File: src/rtl/dmss_pkg.sv
// shared types and constants for the dual motor spin-up sequencer
// no dependencies
`default_nettype none

package dmss_pkg;

    localparam int SPEED_W = 7;
    localparam int TIME_W  = 32;
    localparam int DIR_W   = 3;
    localparam int PROD_W  = 14;
    localparam int POWER_W = 8;
    localparam int CFG_W   = 32;
    localparam int IDX_W   = 2;

    localparam logic [SPEED_W-1:0] PERCENT_FULL = 7'd100;
    localparam logic [12:0]        RECIP_100    = 13'd5243;
    localparam int                 RECIP_SHIFT  = 19;
    localparam logic [8:0]         POWER_MAX    = 9'd255;

    localparam logic OP_DRIVE  = 1'b0;
    localparam logic OP_UPDATE = 1'b1;

    localparam logic [DIR_W-1:0] DIR_LEFT     = 3'd0;
    localparam logic [DIR_W-1:0] DIR_RIGHT    = 3'd1;
    localparam logic [DIR_W-1:0] DIR_FORWARD  = 3'd2;
    localparam logic [DIR_W-1:0] DIR_BACKWARD = 3'd3;
    localparam logic [DIR_W-1:0] DIR_STOP     = 3'd4;

    localparam logic [IDX_W-1:0] REG_STOP_DWELL = 2'd0;
    localparam logic [IDX_W-1:0] REG_SPIN_UP    = 2'd1;
    localparam logic [IDX_W-1:0] REG_TOP_SPEED  = 2'd2;
    localparam logic [IDX_W-1:0] REG_KICK_SPEED = 2'd3;

    typedef enum logic [3:0] {
        PH_STOPPED  = 4'b0001,
        PH_SPINUP   = 4'b0010,
        PH_RUNNING  = 4'b0100,
        PH_STOPPING = 4'b1000
    } phase_t;

    typedef struct packed {
        logic [POWER_W-1:0] right_power;
        logic               right_low;
        logic               right_high;
        logic [POWER_W-1:0] left_power;
        logic               left_low;
        logic               left_high;
    } bridge_t;

endpackage

`default_nettype wire

File: src/rtl/dmss_bridge.sv
// h-bridge levels and pwm power for both sides from speed and direction
// depends on dmss_pkg
`default_nettype none

module dmss_bridge (
    input  wire logic [dmss_pkg::SPEED_W-1:0] speed,
    input  wire logic [dmss_pkg::DIR_W-1:0]   direction,
    output dmss_pkg::bridge_t                 bridge
);
    import dmss_pkg::*;

    logic [14:0] scaled;
    logic [27:0] recip_prod;
    logic [8:0]  quot;
    logic [POWER_W-1:0] power;

    // speed * 255 / 100, saturated to 255
    assign scaled     = {speed, 8'd0} - {8'd0, speed};
    assign recip_prod = {13'd0, scaled} * {15'd0, RECIP_100};
    assign quot       = recip_prod[RECIP_SHIFT +: 9];
    assign power      = (quot > POWER_MAX) ? POWER_MAX[POWER_W-1:0] : quot[POWER_W-1:0];

    always_comb begin
        bridge.left_power  = power;
        bridge.right_power = power;
        case (direction)
            DIR_FORWARD: begin
                bridge.left_high  = 1'b1;
                bridge.left_low   = 1'b0;
                bridge.right_high = 1'b1;
                bridge.right_low  = 1'b0;
            end
            DIR_BACKWARD: begin
                bridge.left_high  = 1'b0;
                bridge.left_low   = 1'b1;
                bridge.right_high = 1'b0;
                bridge.right_low  = 1'b1;
            end
            DIR_LEFT: begin
                bridge.left_high  = 1'b1;
                bridge.left_low   = 1'b0;
                bridge.right_high = 1'b0;
                bridge.right_low  = 1'b1;
            end
            DIR_RIGHT: begin
                bridge.left_high  = 1'b0;
                bridge.left_low   = 1'b1;
                bridge.right_high = 1'b1;
                bridge.right_low  = 1'b0;
            end
            default: begin
                bridge.left_high   = 1'b1;
                bridge.left_low    = 1'b0;
                bridge.right_high  = 1'b1;
                bridge.right_low   = 1'b0;
                bridge.left_power  = '0;
                bridge.right_power = '0;
            end
        endcase
    end

endmodule

`default_nettype wire

File: src/rtl/dual_motor_spinup_sequencer_core.sv
// dual motor spin-up sequencer: input register, one step of phase logic, result register
// a tick transaction passes the input register, then the result register
// throughput: one transaction per cycle unless a result stalls; one registered step per item
// drive transactions update the target and give no result
// reset (aresetn low, synchronous) clears phase, speeds, timers and restores register defaults
`default_nettype none

module dual_motor_spinup_sequencer_core (
    input  wire logic                        aclk,
    input  wire logic                        aresetn,
    input  wire logic                        s_tvalid,
    output      logic                        s_tready,
    // direction[2:0], speed_percent[9:3], duration_ms[41:10], now_ms[73:42], zero fill
    input  wire logic [79:0]                 s_tdata,
    // operation[0]
    input  wire logic                        s_tuser,
    output      logic                        m_tvalid,
    input  wire logic                        m_tready,
    // left_high[0], left_low[1], left_power[9:2], right_high[10], right_low[11],
    // right_power[19:12], zero fill
    output      logic [23:0]                 m_tdata,
    input  wire logic                        cfg_we,
    input  wire logic [dmss_pkg::IDX_W-1:0]  cfg_index,
    input  wire logic [dmss_pkg::CFG_W-1:0]  cfg_wdata
);
    import dmss_pkg::*;

    // configuration
    logic [TIME_W-1:0]  stop_dwell_reg;
    logic [TIME_W-1:0]  spin_up_reg;
    logic [SPEED_W-1:0] top_speed_reg;
    logic [SPEED_W-1:0] kick_speed_reg;

    always_ff @(posedge aclk) begin
        if (!aresetn) begin
            stop_dwell_reg <= '0;
            spin_up_reg    <= '0;
            top_speed_reg  <= PERCENT_FULL;
            kick_speed_reg <= PERCENT_FULL;
        end else if (cfg_we) begin
            case (cfg_index)
                REG_STOP_DWELL: stop_dwell_reg <= cfg_wdata;
                REG_SPIN_UP:    spin_up_reg    <= cfg_wdata;
                REG_TOP_SPEED:  top_speed_reg  <= cfg_wdata[SPEED_W-1:0];
                REG_KICK_SPEED: kick_speed_reg <= cfg_wdata[SPEED_W-1:0];
                default: ;
            endcase
        end
    end

    // input stage
    logic               in_valid_reg;
    logic               in_op_reg;
    logic [DIR_W-1:0]   in_dir_reg;
    logic [PROD_W-1:0]  in_prod_reg;
    logic [TIME_W-1:0]  in_dur_reg;
    logic [TIME_W-1:0]  in_now_reg;

    logic [DIR_W-1:0]   s_dir;
    logic [SPEED_W-1:0] s_spd;
    logic               advance;
    logic               m_tvalid_reg;

    assign s_dir = (s_tdata[2:0] > DIR_STOP) ? DIR_STOP : s_tdata[2:0];
    assign s_spd = (s_tdata[9:3] > PERCENT_FULL) ? PERCENT_FULL : s_tdata[9:3];

    assign advance  = in_valid_reg && ((in_op_reg == OP_DRIVE) || !m_tvalid_reg || m_tready);
    assign s_tready = !in_valid_reg || advance;

    always_ff @(posedge aclk) begin
        if (!aresetn) begin
            in_valid_reg <= 1'b0;
        end else if (s_tready) begin
            in_valid_reg <= s_tvalid;
        end
    end

    always_ff @(posedge aclk) begin
        if (s_tready && s_tvalid) begin
            in_op_reg   <= s_tuser;
            in_dir_reg  <= s_dir;
            in_prod_reg <= {7'd0, s_spd} * {7'd0, top_speed_reg};
            in_dur_reg  <= s_tdata[41:10];
            in_now_reg  <= s_tdata[73:42];
        end
    end

    // sequencer state
    phase_t             phase_reg, phase_next;
    logic [SPEED_W-1:0] cur_speed_reg, cur_speed_next;
    logic [DIR_W-1:0]   cur_dir_reg, cur_dir_next;
    logic [SPEED_W-1:0] tgt_speed_reg, tgt_speed_next;
    logic [DIR_W-1:0]   tgt_dir_reg, tgt_dir_next;
    logic [TIME_W-1:0]  tgt_dur_reg, tgt_dur_next;
    logic [TIME_W-1:0]  last_change_reg, last_change_next;

    logic [26:0]        drive_prod;
    logic [TIME_W-1:0]  elapsed;

    // percent * top speed / 100
    assign drive_prod = {13'd0, in_prod_reg} * {14'd0, RECIP_100};
    assign elapsed    = in_now_reg - last_change_reg;

    always_comb begin
        phase_next       = phase_reg;
        cur_speed_next   = cur_speed_reg;
        cur_dir_next     = cur_dir_reg;
        tgt_speed_next   = tgt_speed_reg;
        tgt_dir_next     = tgt_dir_reg;
        tgt_dur_next     = tgt_dur_reg;
        last_change_next = last_change_reg;
        if (in_op_reg == OP_DRIVE) begin
            tgt_speed_next = drive_prod[RECIP_SHIFT +: SPEED_W];
            tgt_dir_next   = in_dir_reg;
            tgt_dur_next   = in_dur_reg;
        end else begin
            case (phase_reg)
                PH_STOPPED: begin
                    if (tgt_speed_reg != '0) begin
                        phase_next       = PH_SPINUP;
                        cur_speed_next   = kick_speed_reg;
                        cur_dir_next     = tgt_dir_reg;
                        last_change_next = in_now_reg;
                    end
                end
                PH_SPINUP: begin
                    if (elapsed >= spin_up_reg) begin
                        phase_next       = PH_RUNNING;
                        cur_speed_next   = tgt_speed_reg;
                        last_change_next = in_now_reg;
                    end
                end
                PH_RUNNING: begin
                    if ((cur_dir_reg != tgt_dir_reg) || (elapsed >= tgt_dur_reg)) begin
                        phase_next       = PH_STOPPING;
                        cur_speed_next   = '0;
                        tgt_speed_next   = '0;
                        last_change_next = in_now_reg;
                    end else if (cur_speed_reg != tgt_speed_reg) begin
                        cur_speed_next   = tgt_speed_reg;
                        last_change_next = in_now_reg;
                    end
                end
                default: begin
                    if (elapsed >= stop_dwell_reg) begin
                        phase_next = PH_STOPPED;
                    end
                end
            endcase
        end
    end

    always_ff @(posedge aclk) begin
        if (!aresetn) begin
            phase_reg       <= PH_STOPPED;
            cur_speed_reg   <= '0;
            cur_dir_reg     <= DIR_STOP;
            tgt_speed_reg   <= '0;
            tgt_dir_reg     <= DIR_STOP;
            tgt_dur_reg     <= '0;
            last_change_reg <= '0;
        end else if (advance) begin
            phase_reg       <= phase_next;
            cur_speed_reg   <= cur_speed_next;
            cur_dir_reg     <= cur_dir_next;
            tgt_speed_reg   <= tgt_speed_next;
            tgt_dir_reg     <= tgt_dir_next;
            tgt_dur_reg     <= tgt_dur_next;
            last_change_reg <= last_change_next;
        end
    end

    // result stage
    bridge_t bridge;
    bridge_t bridge_reg;

    dmss_bridge u_bridge (
        .speed     (cur_speed_next),
        .direction (cur_dir_next),
        .bridge    (bridge)
    );

    always_ff @(posedge aclk) begin
        if (!aresetn) begin
            m_tvalid_reg <= 1'b0;
        end else if (advance && (in_op_reg == OP_UPDATE)) begin
            m_tvalid_reg <= 1'b1;
        end else if (m_tready) begin
            m_tvalid_reg <= 1'b0;
        end
    end

    always_ff @(posedge aclk) begin
        if (advance && (in_op_reg == OP_UPDATE)) begin
            bridge_reg <= bridge;
        end
    end

    assign m_tvalid = m_tvalid_reg;
    assign m_tdata  = {4'd0, bridge_reg};

endmodule

`default_nettype wire

File: config.mk
export PLATFORM = sky130hd
export DESIGN_NAME = dual_motor_spinup_sequencer_core
export DESIGN_NICKNAME = d
export VERILOG_FILES = /design/src/rtl/dmss_pkg.sv /design/src/rtl/dmss_bridge.sv /design/src/rtl/dual_motor_spinup_sequencer_core.sv
export SDC_FILE = /design/constraint.sdc
export NUM_CORES = 1
export LEC_CHECK = 0
export BUFFER_PORTS_ARGS = -buffer_cell sky130_fd_sc_hd__buf_2
export CAP_MARGIN = 10
export CELL_PAD_IN_SITES_DETAIL_PLACEMENT = 1
export CELL_PAD_IN_SITES_GLOBAL_PLACEMENT = 1
export CORE_AREA = 3 3 193 337
export CTS_BUF_LIST = sky130_fd_sc_hd__clkbuf_8
export CTS_CLUSTER_SIZE = 14
export DETAILED_ROUTE_END_ITERATION = 7
export DIE_AREA = 0 0 196 340
export MAX_ROUTING_LAYER = met4
export PLACE_DENSITY_LB_ADDON = 0.05
export SYNTH_ARGS = -nofsm -noshare
export SYNTH_HDL_FRONTEND = slang
export SYNTH_SLANG_ARGS = --single-unit
File: constraint.sdc
create_clock -name aclk -period 27.3 [get_ports aclk]
set_input_delay 5.46 -clock aclk [delete_from_list [all_inputs] [get_ports aclk]]
set_output_delay 5.46 -clock aclk [all_outputs]
set_load 0.02 [all_outputs]
Word-level counts from Yosys, hierarchy flattened
Cells that the tools add are included.
- add/sub/neg operators: 2
- multiply operators: 3
- order comparisons: 6
- equal/unequal tests: 17
- multiplexer cells: 28
- bitwise logic cells: 1
- reduce and logical (&&, ||, !) cells: 26
- operator list (cell ; number):
    2-to-1 mux 32 bit ; 4
    greater-or-equal comparator 32 bit ; 3
    one-hot mux 32 bit (3 select lines) ; 1
    2-to-1 mux 7 bit ; 9
    subtractor 32 bit ; 1
    multiplier 15 x 13 -> 28 bit, second input constant ; 1
    multiplier 14 x 13 -> 26 bit, second input constant ; 1
    one-hot mux 7 bit (3 select lines) ; 1
    2-to-1 mux 4 bit ; 4
    subtractor 15 x 7 -> 15 bit ; 1
    multiplier 7 x 7 -> 14 bit ; 1
    one-hot mux 4 bit (3 select lines) ; 1
    AND reduction 6 bit ; 2
    AND reduction 2 bit ; 5
    greater-than comparator 9 x 8 -> 1 bit, second input constant ; 1
    2-to-1 mux 3 bit ; 3
    2-to-1 mux 8 bit ; 1
    greater-than comparator 7 bit, second input constant ; 1
    != test 7 bit ; 1
    nonzero test 7 bit ; 1
    == test 3 x 2 -> 1 bit, second input constant ; 2
    != test 2 bit, second input constant ; 3
    == test 2 bit, second input constant ; 2
    == test 4 x 1 -> 1 bit, second input constant ; 1
    22 further kinds ; 32
- register bits after elaboration: 262
- input bits: 120
- output and inout port bits: 26

Logic depth before layout (Yosys ltp)
Gate-level depths: netlist (run 1).
- depth after elaboration: 10
- gate-level depth with buffers: 47
- depth with buffers taken out: 46

By module
From an unflattened synthesis (run 1), not the netlist that was laid out.
- cell total of the unflattened synthesis: 2482
- area total of the unflattened synthesis: 22607.9 um^2
- modules (own cells, without submodules) (module ; instances ; cells each ; area each (um^2)):
    dual_motor_spinup_sequencer_core ; 1 ; 1979 ; 18323.8
    dmss_bridge ; 1 ; 503 ; 4284.1

Worst setup path after synthesis (run 1)
OpenSTA, ideal clock, no wires.
- path type: input-to-output
- from: input port m_tready
- to: output port s_tready
- data arrival time: 5.884 ns
- slack: 15.956 ns
- stages on the path: 2
- cell sequence: nor2b_1 nand3_1
- longest elaborated chain between the ends: 3
- ends and longest elaborated chain (item ; RTL line ; text):
    start, declared ; dual_motor_spinup_sequencer_core.sv:18 ; input wire logic m_tready,
    logical OR 1 bit ; dual_motor_spinup_sequencer_core.sv:67 ; assign advance = in_valid_reg && ((in_op_reg == OP_DRIVE) || !m_tvalid_reg || m_tready);
    logical AND 1 bit ; dual_motor_spinup_sequencer_core.sv:67 ;
    logical OR 1 bit ; dual_motor_spinup_sequencer_core.sv:68 ; assign s_tready = !in_valid_reg || advance;
    end, declared ; dual_motor_spinup_sequencer_core.sv:12 ; output logic s_tready,
Every way passes these cells.

Worst setup path after layout (run 1)
- from: register in_now_reg[0]
- to: register bridge_reg, in the netlist m_tdata[7] (data pin)
- longest elaborated chain between the ends: 10
- ends and longest elaborated chain (item ; RTL line ; text):
    start, declared ; dual_motor_spinup_sequencer_core.sv:57 ; logic [TIME_W-1:0] in_now_reg;
    start signal, assigned ; dual_motor_spinup_sequencer_core.sv:84 ; in_now_reg <= s_tdata[73:42];
    subtractor 32 bit (*) ; dual_motor_spinup_sequencer_core.sv:102 ; assign elapsed = in_now_reg - last_change_reg;
    greater-or-equal comparator 32 bit ; dual_motor_spinup_sequencer_core.sv:134 ; if ((cur_dir_reg != tgt_dir_reg) || (elapsed >= tgt_dur_reg)) begin
    logical OR 1 bit ; dual_motor_spinup_sequencer_core.sv:134 ;
    2-to-1 mux 7 bit ; dual_motor_spinup_sequencer_core.sv:134 ;
    one-hot mux 7 bit (3 select lines) (*) ; dual_motor_spinup_sequencer_core.sv:117 ; case (phase_reg)
    2-to-1 mux 7 bit (*) ; dual_motor_spinup_sequencer_core.sv:112 ; if (in_op_reg == OP_DRIVE) begin
    subtractor 15 x 7 -> 15 bit (*) ; dmss_bridge.sv:18 ; assign scaled = {speed, 8'd0} - {8'd0, speed};
    multiplier 15 x 13 -> 28 bit (*) ; dmss_bridge.sv:19 ; assign recip_prod = {13'd0, scaled} * {15'd0, RECIP_100};
    greater-than comparator 9 x 8 -> 1 bit ; dmss_bridge.sv:21 ; assign power = (quot > POWER_MAX) ? POWER_MAX[POWER_W-1:0] : quot[POWER_W-1:0];
    2-to-1 mux 8 bit (*) ; dmss_bridge.sv:21 ;
    end signal, assigned ; dual_motor_spinup_sequencer_core.sv:195 ; bridge_reg <= bridge;
    end, declared ; dual_motor_spinup_sequencer_core.sv:175 ; bridge_t bridge_reg;
Every way passes the cells marked *; elsewhere a longest branch is shown, timed or not.
A chain may end at the register's enable or synchronous reset.

==> impl_metrics.csv, run 1 <==
group,metric,value,unit
status,status,"finished clean",
final_layout,syn_to_final_growth,11.2,%
grt,met2_usage,36.9,%
hold_path,hold-path-cell-count,2,
critical_path,cp-end-kind,"flip-flop",
sta,finalCritPeriodShare,49.4,%
sta,setup_viol,0,
grt,antenna_found_initial,3,
logic_synthesis,ys_seq_elements,262,
run,max_cap_viol_count,0,
grt,grt_pass1_vias,18100,
clocking,postCtsSetupBuffers,0,
critical_path,path_common_cell,"inv_1",
grt,busiest_layer,"met2",
final_layout,stdcell_count,3316,
placement,dp_slack,13420,ps
grt,track_usage,18.6,%
routing,vias,16200,
sta,fmax,0.0741,GHz
logic_synthesis,seq_area_frac_synth,28.4,%
clocking,htree_levels,2,
clocking,cts_buffer_depth,3,
floorplanning,placementRows,121,
routing,dr.pass1.iters,4,
critical_path,critical_path.max_stage_delay,730,ps
logic_synthesis,ys.flop_type,"dfxtp_1",
critical_path,cp_max_fo,7,
logic_synthesis,synth_cells,2352,
logic_synthesis,synth_area_per_cell,9.27,um2
sta,max_slew_margin,32.1,%
hold_path,hold_path_end,"tgt_dur_reg[15]",
sta,min_period,13500,ps
critical_path,crit_type,"flip-flop to flip-flop",
routing,post_drt_wl_per_cell,18.0,um
placement,dp.cells,3233,
critical_path,ff2ff_path_depth,43,
floorplanning,die_area,66600,um2
logic_synthesis,ys.warnings.count,0,
floorplanning,die_y,340,um
clocking,cts_hold_buf,0,
critical_path,r2r_end,"m_tdata[7]",
sta,hold_viol_final,0,
critical_path,slowest_stage,"o41ai_1",
critical_path,r2r_setup_slack,13800,ps
routing,ant_nets,0,
grt,gr-usage-met1,19.1,%
placement,port-buffer-count,135,
placement,dp_hpwl,48.5,mm
routing,post-route-drc-count,0,
sta,rsz0062_at_grt,"false",
floorplanning,die_width,196,um
critical_path,cp-start-kind,"flip-flop",
hold_path,hold_path_class,"flip-flop to flip-flop",
clocking,clkLatencyLatePin,600,ps
floorplanning,initial_utilization,34.9,%
logic_synthesis,synthArstFlopShare,0,%
final_layout,final_common_cell,"inv_1",
logic_synthesis,synth_cell_type_count,72,
hold_path,worstHoldStart,"tgt_dur_reg[15]",
final_layout,mostFrequentLayoutCells,"445 x inv_1, 355 x ha_1, 299 x nand2_1",
logic_synthesis,netlist_area,21800,um2
clocking,cts_root_buf,"clkbuf_8",
floorplanning,io_pins,146,
critical_path,cp.required,27600,ps
clocking,cts_made_buffers,43,
routing,via_per_inst,4.89,
grt,grt_pass1_wl,95.7,mm
grt,gr-total-overflow,0,
final_layout,layout.nets,3109,
clocking,cts_sinks,262,
placement,gp_congestion,0.881,
sta,finClkSkew,34.8,ps
grt,grt.met3_usage,1.47,%
sta,hold_slack,455,ps
sta,finalMaxSlewViolations,0,
final_layout,drive_gt1_share,9.15,%
logic_synthesis,synth_edf_count,94,
sta,worst_pin_slew,1020,ps
clocking,path_clk_slew,70,ps
clocking,cts_resized,0,
routing,wirelength,59.6,mm
sta,setup_tns,0,ps
clocking,cts_tree,"yes",
floorplanning,fp.coreArea,62400,um2
critical_path,crit_arrival,13800,ps
sta,setup_ws,13800,ps
grt,grt_max_degree,88,
routing,first_iter_violations,424,
critical_path,worstReg2RegStart,"in_now_reg[0]",
==> worst max-delay path: cells and delay by family, from the launching register on <==
| kind | cells | cell delay, ps |
|---|---|---|
| AOI/OAI and AO/OA | 19 | 6170 |
| adders and majority gates | 10 | 3890 |
| xor gates and xnor gates | 3 | 820 |
| buffers and inverters | 6 | 350 |
| and+or+nand+nor | 5 | 1560 |
| DFF | 1 | 380 |
==> worst max path at each step <==
stage                        from          to  slack [ps]  depth (start not counted)
floorplan                m_tready    s_tready       15960                          2
CTS                 in_now_reg[0]  m_tdata[5]       13320                         42
detailed placement  in_now_reg[0]  m_tdata[5]       13420                         42
finish              in_now_reg[0]  m_tdata[7]       13800                         43
global placement    in_now_reg[0]  m_tdata[7]       13550                         42
global route        in_now_reg[0]  m_tdata[7]       12640                         43
==> synth_stat cells (5+ instances only) <==
| cell | count | area (um2) |
|---|---|---|
| a21o_1 | 37 | 278 |
| nand2b_1 | 14 | 87.6 |
| o21bai_1 | 11 | 82.6 |
| fa_1 | 155 | 3100 |
| nor2_1 | 101 | 379 |
| edfxtp_1 | 94 | 2820 |
| ha_1 | 355 | 4440 |
| and2_1 | 24 | 150 |
| o21ai_0 | 41 | 205 |
| a211oi_1 | 14 | 105 |
| clkbuf_1 | 50 | 188 |
| nand3_1 | 30 | 150 |
| a21oi_1 | 188 | 941 |
| xnor2_1 | 55 | 482 |
| and4_1 | 9 | 78.8 |
| a31oi_1 | 13 | 81.3 |
| buf_4 | 12 | 90.1 |
| dfxtp_1 | 168 | 3360 |
| inv_1 | 438 | 1640 |
| and3_1 | 13 | 81.3 |
| nor3_1 | 11 | 55.1 |
| mux2i_1 | 48 | 480 |
| o2bb2ai_1 | 5 | 43.8 |
| xor2_1 | 33 | 289 |
| mux2_2 | 6 | 67.6 |
| nand4_1 | 16 | 100 |
| nor2b_1 | 11 | 68.8 |
| o21a_1 | 12 | 90.1 |
| o211ai_1 | 8 | 60.1 |
| or2_2 | 5 | 31.3 |
| nand2_1 | 299 | 1120 |
==> kinds of logic after synthesis <==
family	Yosys count	synth area share, %
other	1	0.0172
DFF	262	28.4
adders and majority gates	510	34.6
and+or+nand+nor	551	11.2
muxes	54	2.51
xor gates and xnor gates	88	3.54
buffers and inverters	508	9.01
AOI/OAI and AO/OA	378	10.7
==> stage by stage <==
step,utilization (%),area (um2)
finish,38.8,24200
global route,38.8,24200
CTS,38.8,24200
detailed placement,37.4,23300
global placement,37.4,23300
floorplan,-,21800
==> final cells by class <==
| cell class | instances | area (um2) |
|---|---|---|
| fillers | 7281 | 38200 |
| multi-input cells | 1585 | 13700 |
| flip-flops and latches | 262 | 6190 |
| inverters | 439 | 1650 |
| well taps | 799 | 1000 |
| repair buffers | 148 | 773 |
| clock buffers | 50 | 688 |
| clock inverters | 29 | 224 |
| diodes | 4 | 10.0 |
==> routing by layer <==
metal	vias to the layer above	wire length, um
met1	7978	22600
met4	0	1940
met2	171	33800
met3	84	1200
li1	7990	-
met5	-	0
Power of run 1 is not shown: default switching activity piles up to over one toggle a cycle in this logic, so the estimate is an artifact.
==> inputs of run 2 (changes only) <==
- clock period: 27.3 -> 11.65 ns (I/O delays scaled with it)
==> run 2 against run 1 <==
Against the previous run: via count increased by 2.5%; utilization up 1.4 points; sequential share of layout area shrank 0.88 points; final area grew 3.6%; wire length increased by 1.9%; first-iteration DRC count up 7.5%; sequential cell count unchanged; worst hold slack better by 1.5 ps; maximum frequency rose by 23%; global-route usage increased by 0.32 points; critical path depth is 6 higher; worst setup slack worse by 13000 ps.
==> impl_metrics.csv, run 2 (same netlist as run 1, synthesis figures left out) <==
group,metric,value,unit
status,status,"finished clean",
final_layout,final_util,40.2,%
floorplanning,die_area,66600,um2
floorplanning,fp.coreArea,62400,um2
final_layout,regArea,6190,um2
sta,max_slew_margin,29.5,%
clocking,clkLatencyLatePin,630,ps
grt,grt_pass1_vias,18400,
critical_path,worstReg2RegStart,"in_now_reg[0]",
hold_path,hold_path_class,"flip-flop to flip-flop",
sta,finalCritPeriodShare,93.8,%
floorplanning,initial_utilization,34.9,%
critical_path,cp_max_fo,6,
clocking,htree_levels,2,
floorplanning,io_pins,146,
floorplanning,die_width,196,um
clocking,path_clk_slew,60,ps
clocking,cts_sinks,262,
routing,dr.pass1.iters,4,
routing,vias,16600,
routing,via_per_inst,4.87,
final_layout,n_fill_cell,7363,
routing,wirelength,60.7,mm
placement,dp_hpwl,49.2,mm
critical_path,cp-start-kind,"flip-flop",
sta,setup_viol,0,
floorplanning,placementRows,121,
placement,port-buffer-count,135,
sta,setup_ws,720,ps
hold_path,hold_path_end,"spin_up_reg[14]",
sta,setup_tns,0,ps
routing,first_iter_violations,456,
grt,grt_pass1_wl,97.5,mm
grt,antenna_found_initial,2,
clocking,cts_made_buffers,42,
clocking,cts_tree,"yes",
grt,grt_max_degree,85,
routing,post_drt_wl_per_cell,17.8,um
placement,gp_congestion,0.874,
final_layout,drive_gt1_share,13.5,%
sta,worst_pin_slew,1060,ps
critical_path,cp-end-kind,"flip-flop",
critical_path,r2r_setup_slack,720,ps
final_layout,final_common_cell,"inv_1",
grt,gr-total-overflow,0,
grt,track_usage,19.0,%
sta,finClkSkew,44.2,ps
critical_path,critical_path.max_stage_delay,550,ps
sta,hold_viol_final,0,
clocking,cts_root_buf,"clkbuf_8",
critical_path,path_common_cell,"buf_4",
placement,dp.cells,3335,
routing,ant_nets,0,
critical_path,crit_type,"flip-flop to flip-flop",
critical_path,cp.required,11980,ps
placement,dp_slack,-49.7,ps
critical_path,ff2ff_path_depth,49,
critical_path,crit_arrival,11260,ps
sta,finalMaxSlewViolations,0,
sta,fmax,0.0915,GHz
critical_path,r2r_end,"m_tdata[7]",
hold_path,worstHoldStart,"spin_up_reg[14]",
critical_path,slowest_stage,"fa_1",
clocking,cts_buffer_depth,3,
final_layout,mostFrequentLayoutCells,"450 x inv_1, 353 x ha_1, 299 x nand2_1",
clocking,cts_hold_buf,0,
sta,min_period,10930,ps
final_layout,multi_input_area,13800,um2
final_layout,syn_to_final_growth,15.1,%
floorplanning,die_y,340,um
run,max_cap_viol_count,0,
routing,post-route-drc-count,0,
final_layout,stdcell_count,3417,
final_layout,layout.nets,3212,
hold_path,hold-path-cell-count,2,
[run 2: through the flow]
stage               hold slack, ps  area [um2]
floorplan                      433       21800
global placement               442       24100
detailed placement             449       24100
CTS                            459       25000
global route                   475       25100
finish                         456       25100
[run 2: how the worst max path moves through the flow]
stage | slack (ps) | endpoint | cells past startpoint | from
detailed placement | -50 | m_tdata[7] | 51 | in_now_reg[0]
floorplan | 1660 | m_tdata[7] | 44 | in_now_reg[0]
finish | 720 | m_tdata[7] | 49 | in_now_reg[0]
global placement | 80 | m_tdata[7] | 51 | in_now_reg[0]
CTS | 60 | m_tdata[6] | 50 | in_now_reg[0]
global route | -70 | m_tdata[7] | 49 | in_now_reg[0]
[run 2: critical path: cells and delay by family (launching register included)]
family,cells,cell delay [ps]
mux,1,290
fa+ha+maj,9,3630
xor+xnor,2,290
buf+inv,14,1740
simple gates,3,630
flops,1,380
compound gates,20,3620
[run 2: metal layers]
layer / vias to the layer above / share of wire [%] / GRT usage (%)
met2: 206 / 57 / 37.2
met3: 100 / 2.2 / 1.69
met4: 0 / 3.7 / 6.64
met5: - / 0 / -
li1: 8199 / - / -
met1: 8122 / 38 / 19.3
[run 2: area by class of cell]
class,count,share of cell area [%]
sequential,262,24.7
multi-input combinational,1585,55.0
clock inverter,28,0.838
inverter,439,6.58
timing repair buffer,252,6.19
tap,799,3.98
antenna,3,0.0299
clock buffer,49,2.69
[run 2: repair_timing]
item,in CTS,in global routing
pin swaps,0,10
hold endpoints to repair,0,0
resized for setup,5,23
endpoints found under the setup margin,8,8
setup buffers,0,2
cloned,0,0
Power of run 2 is left out for the same reason.
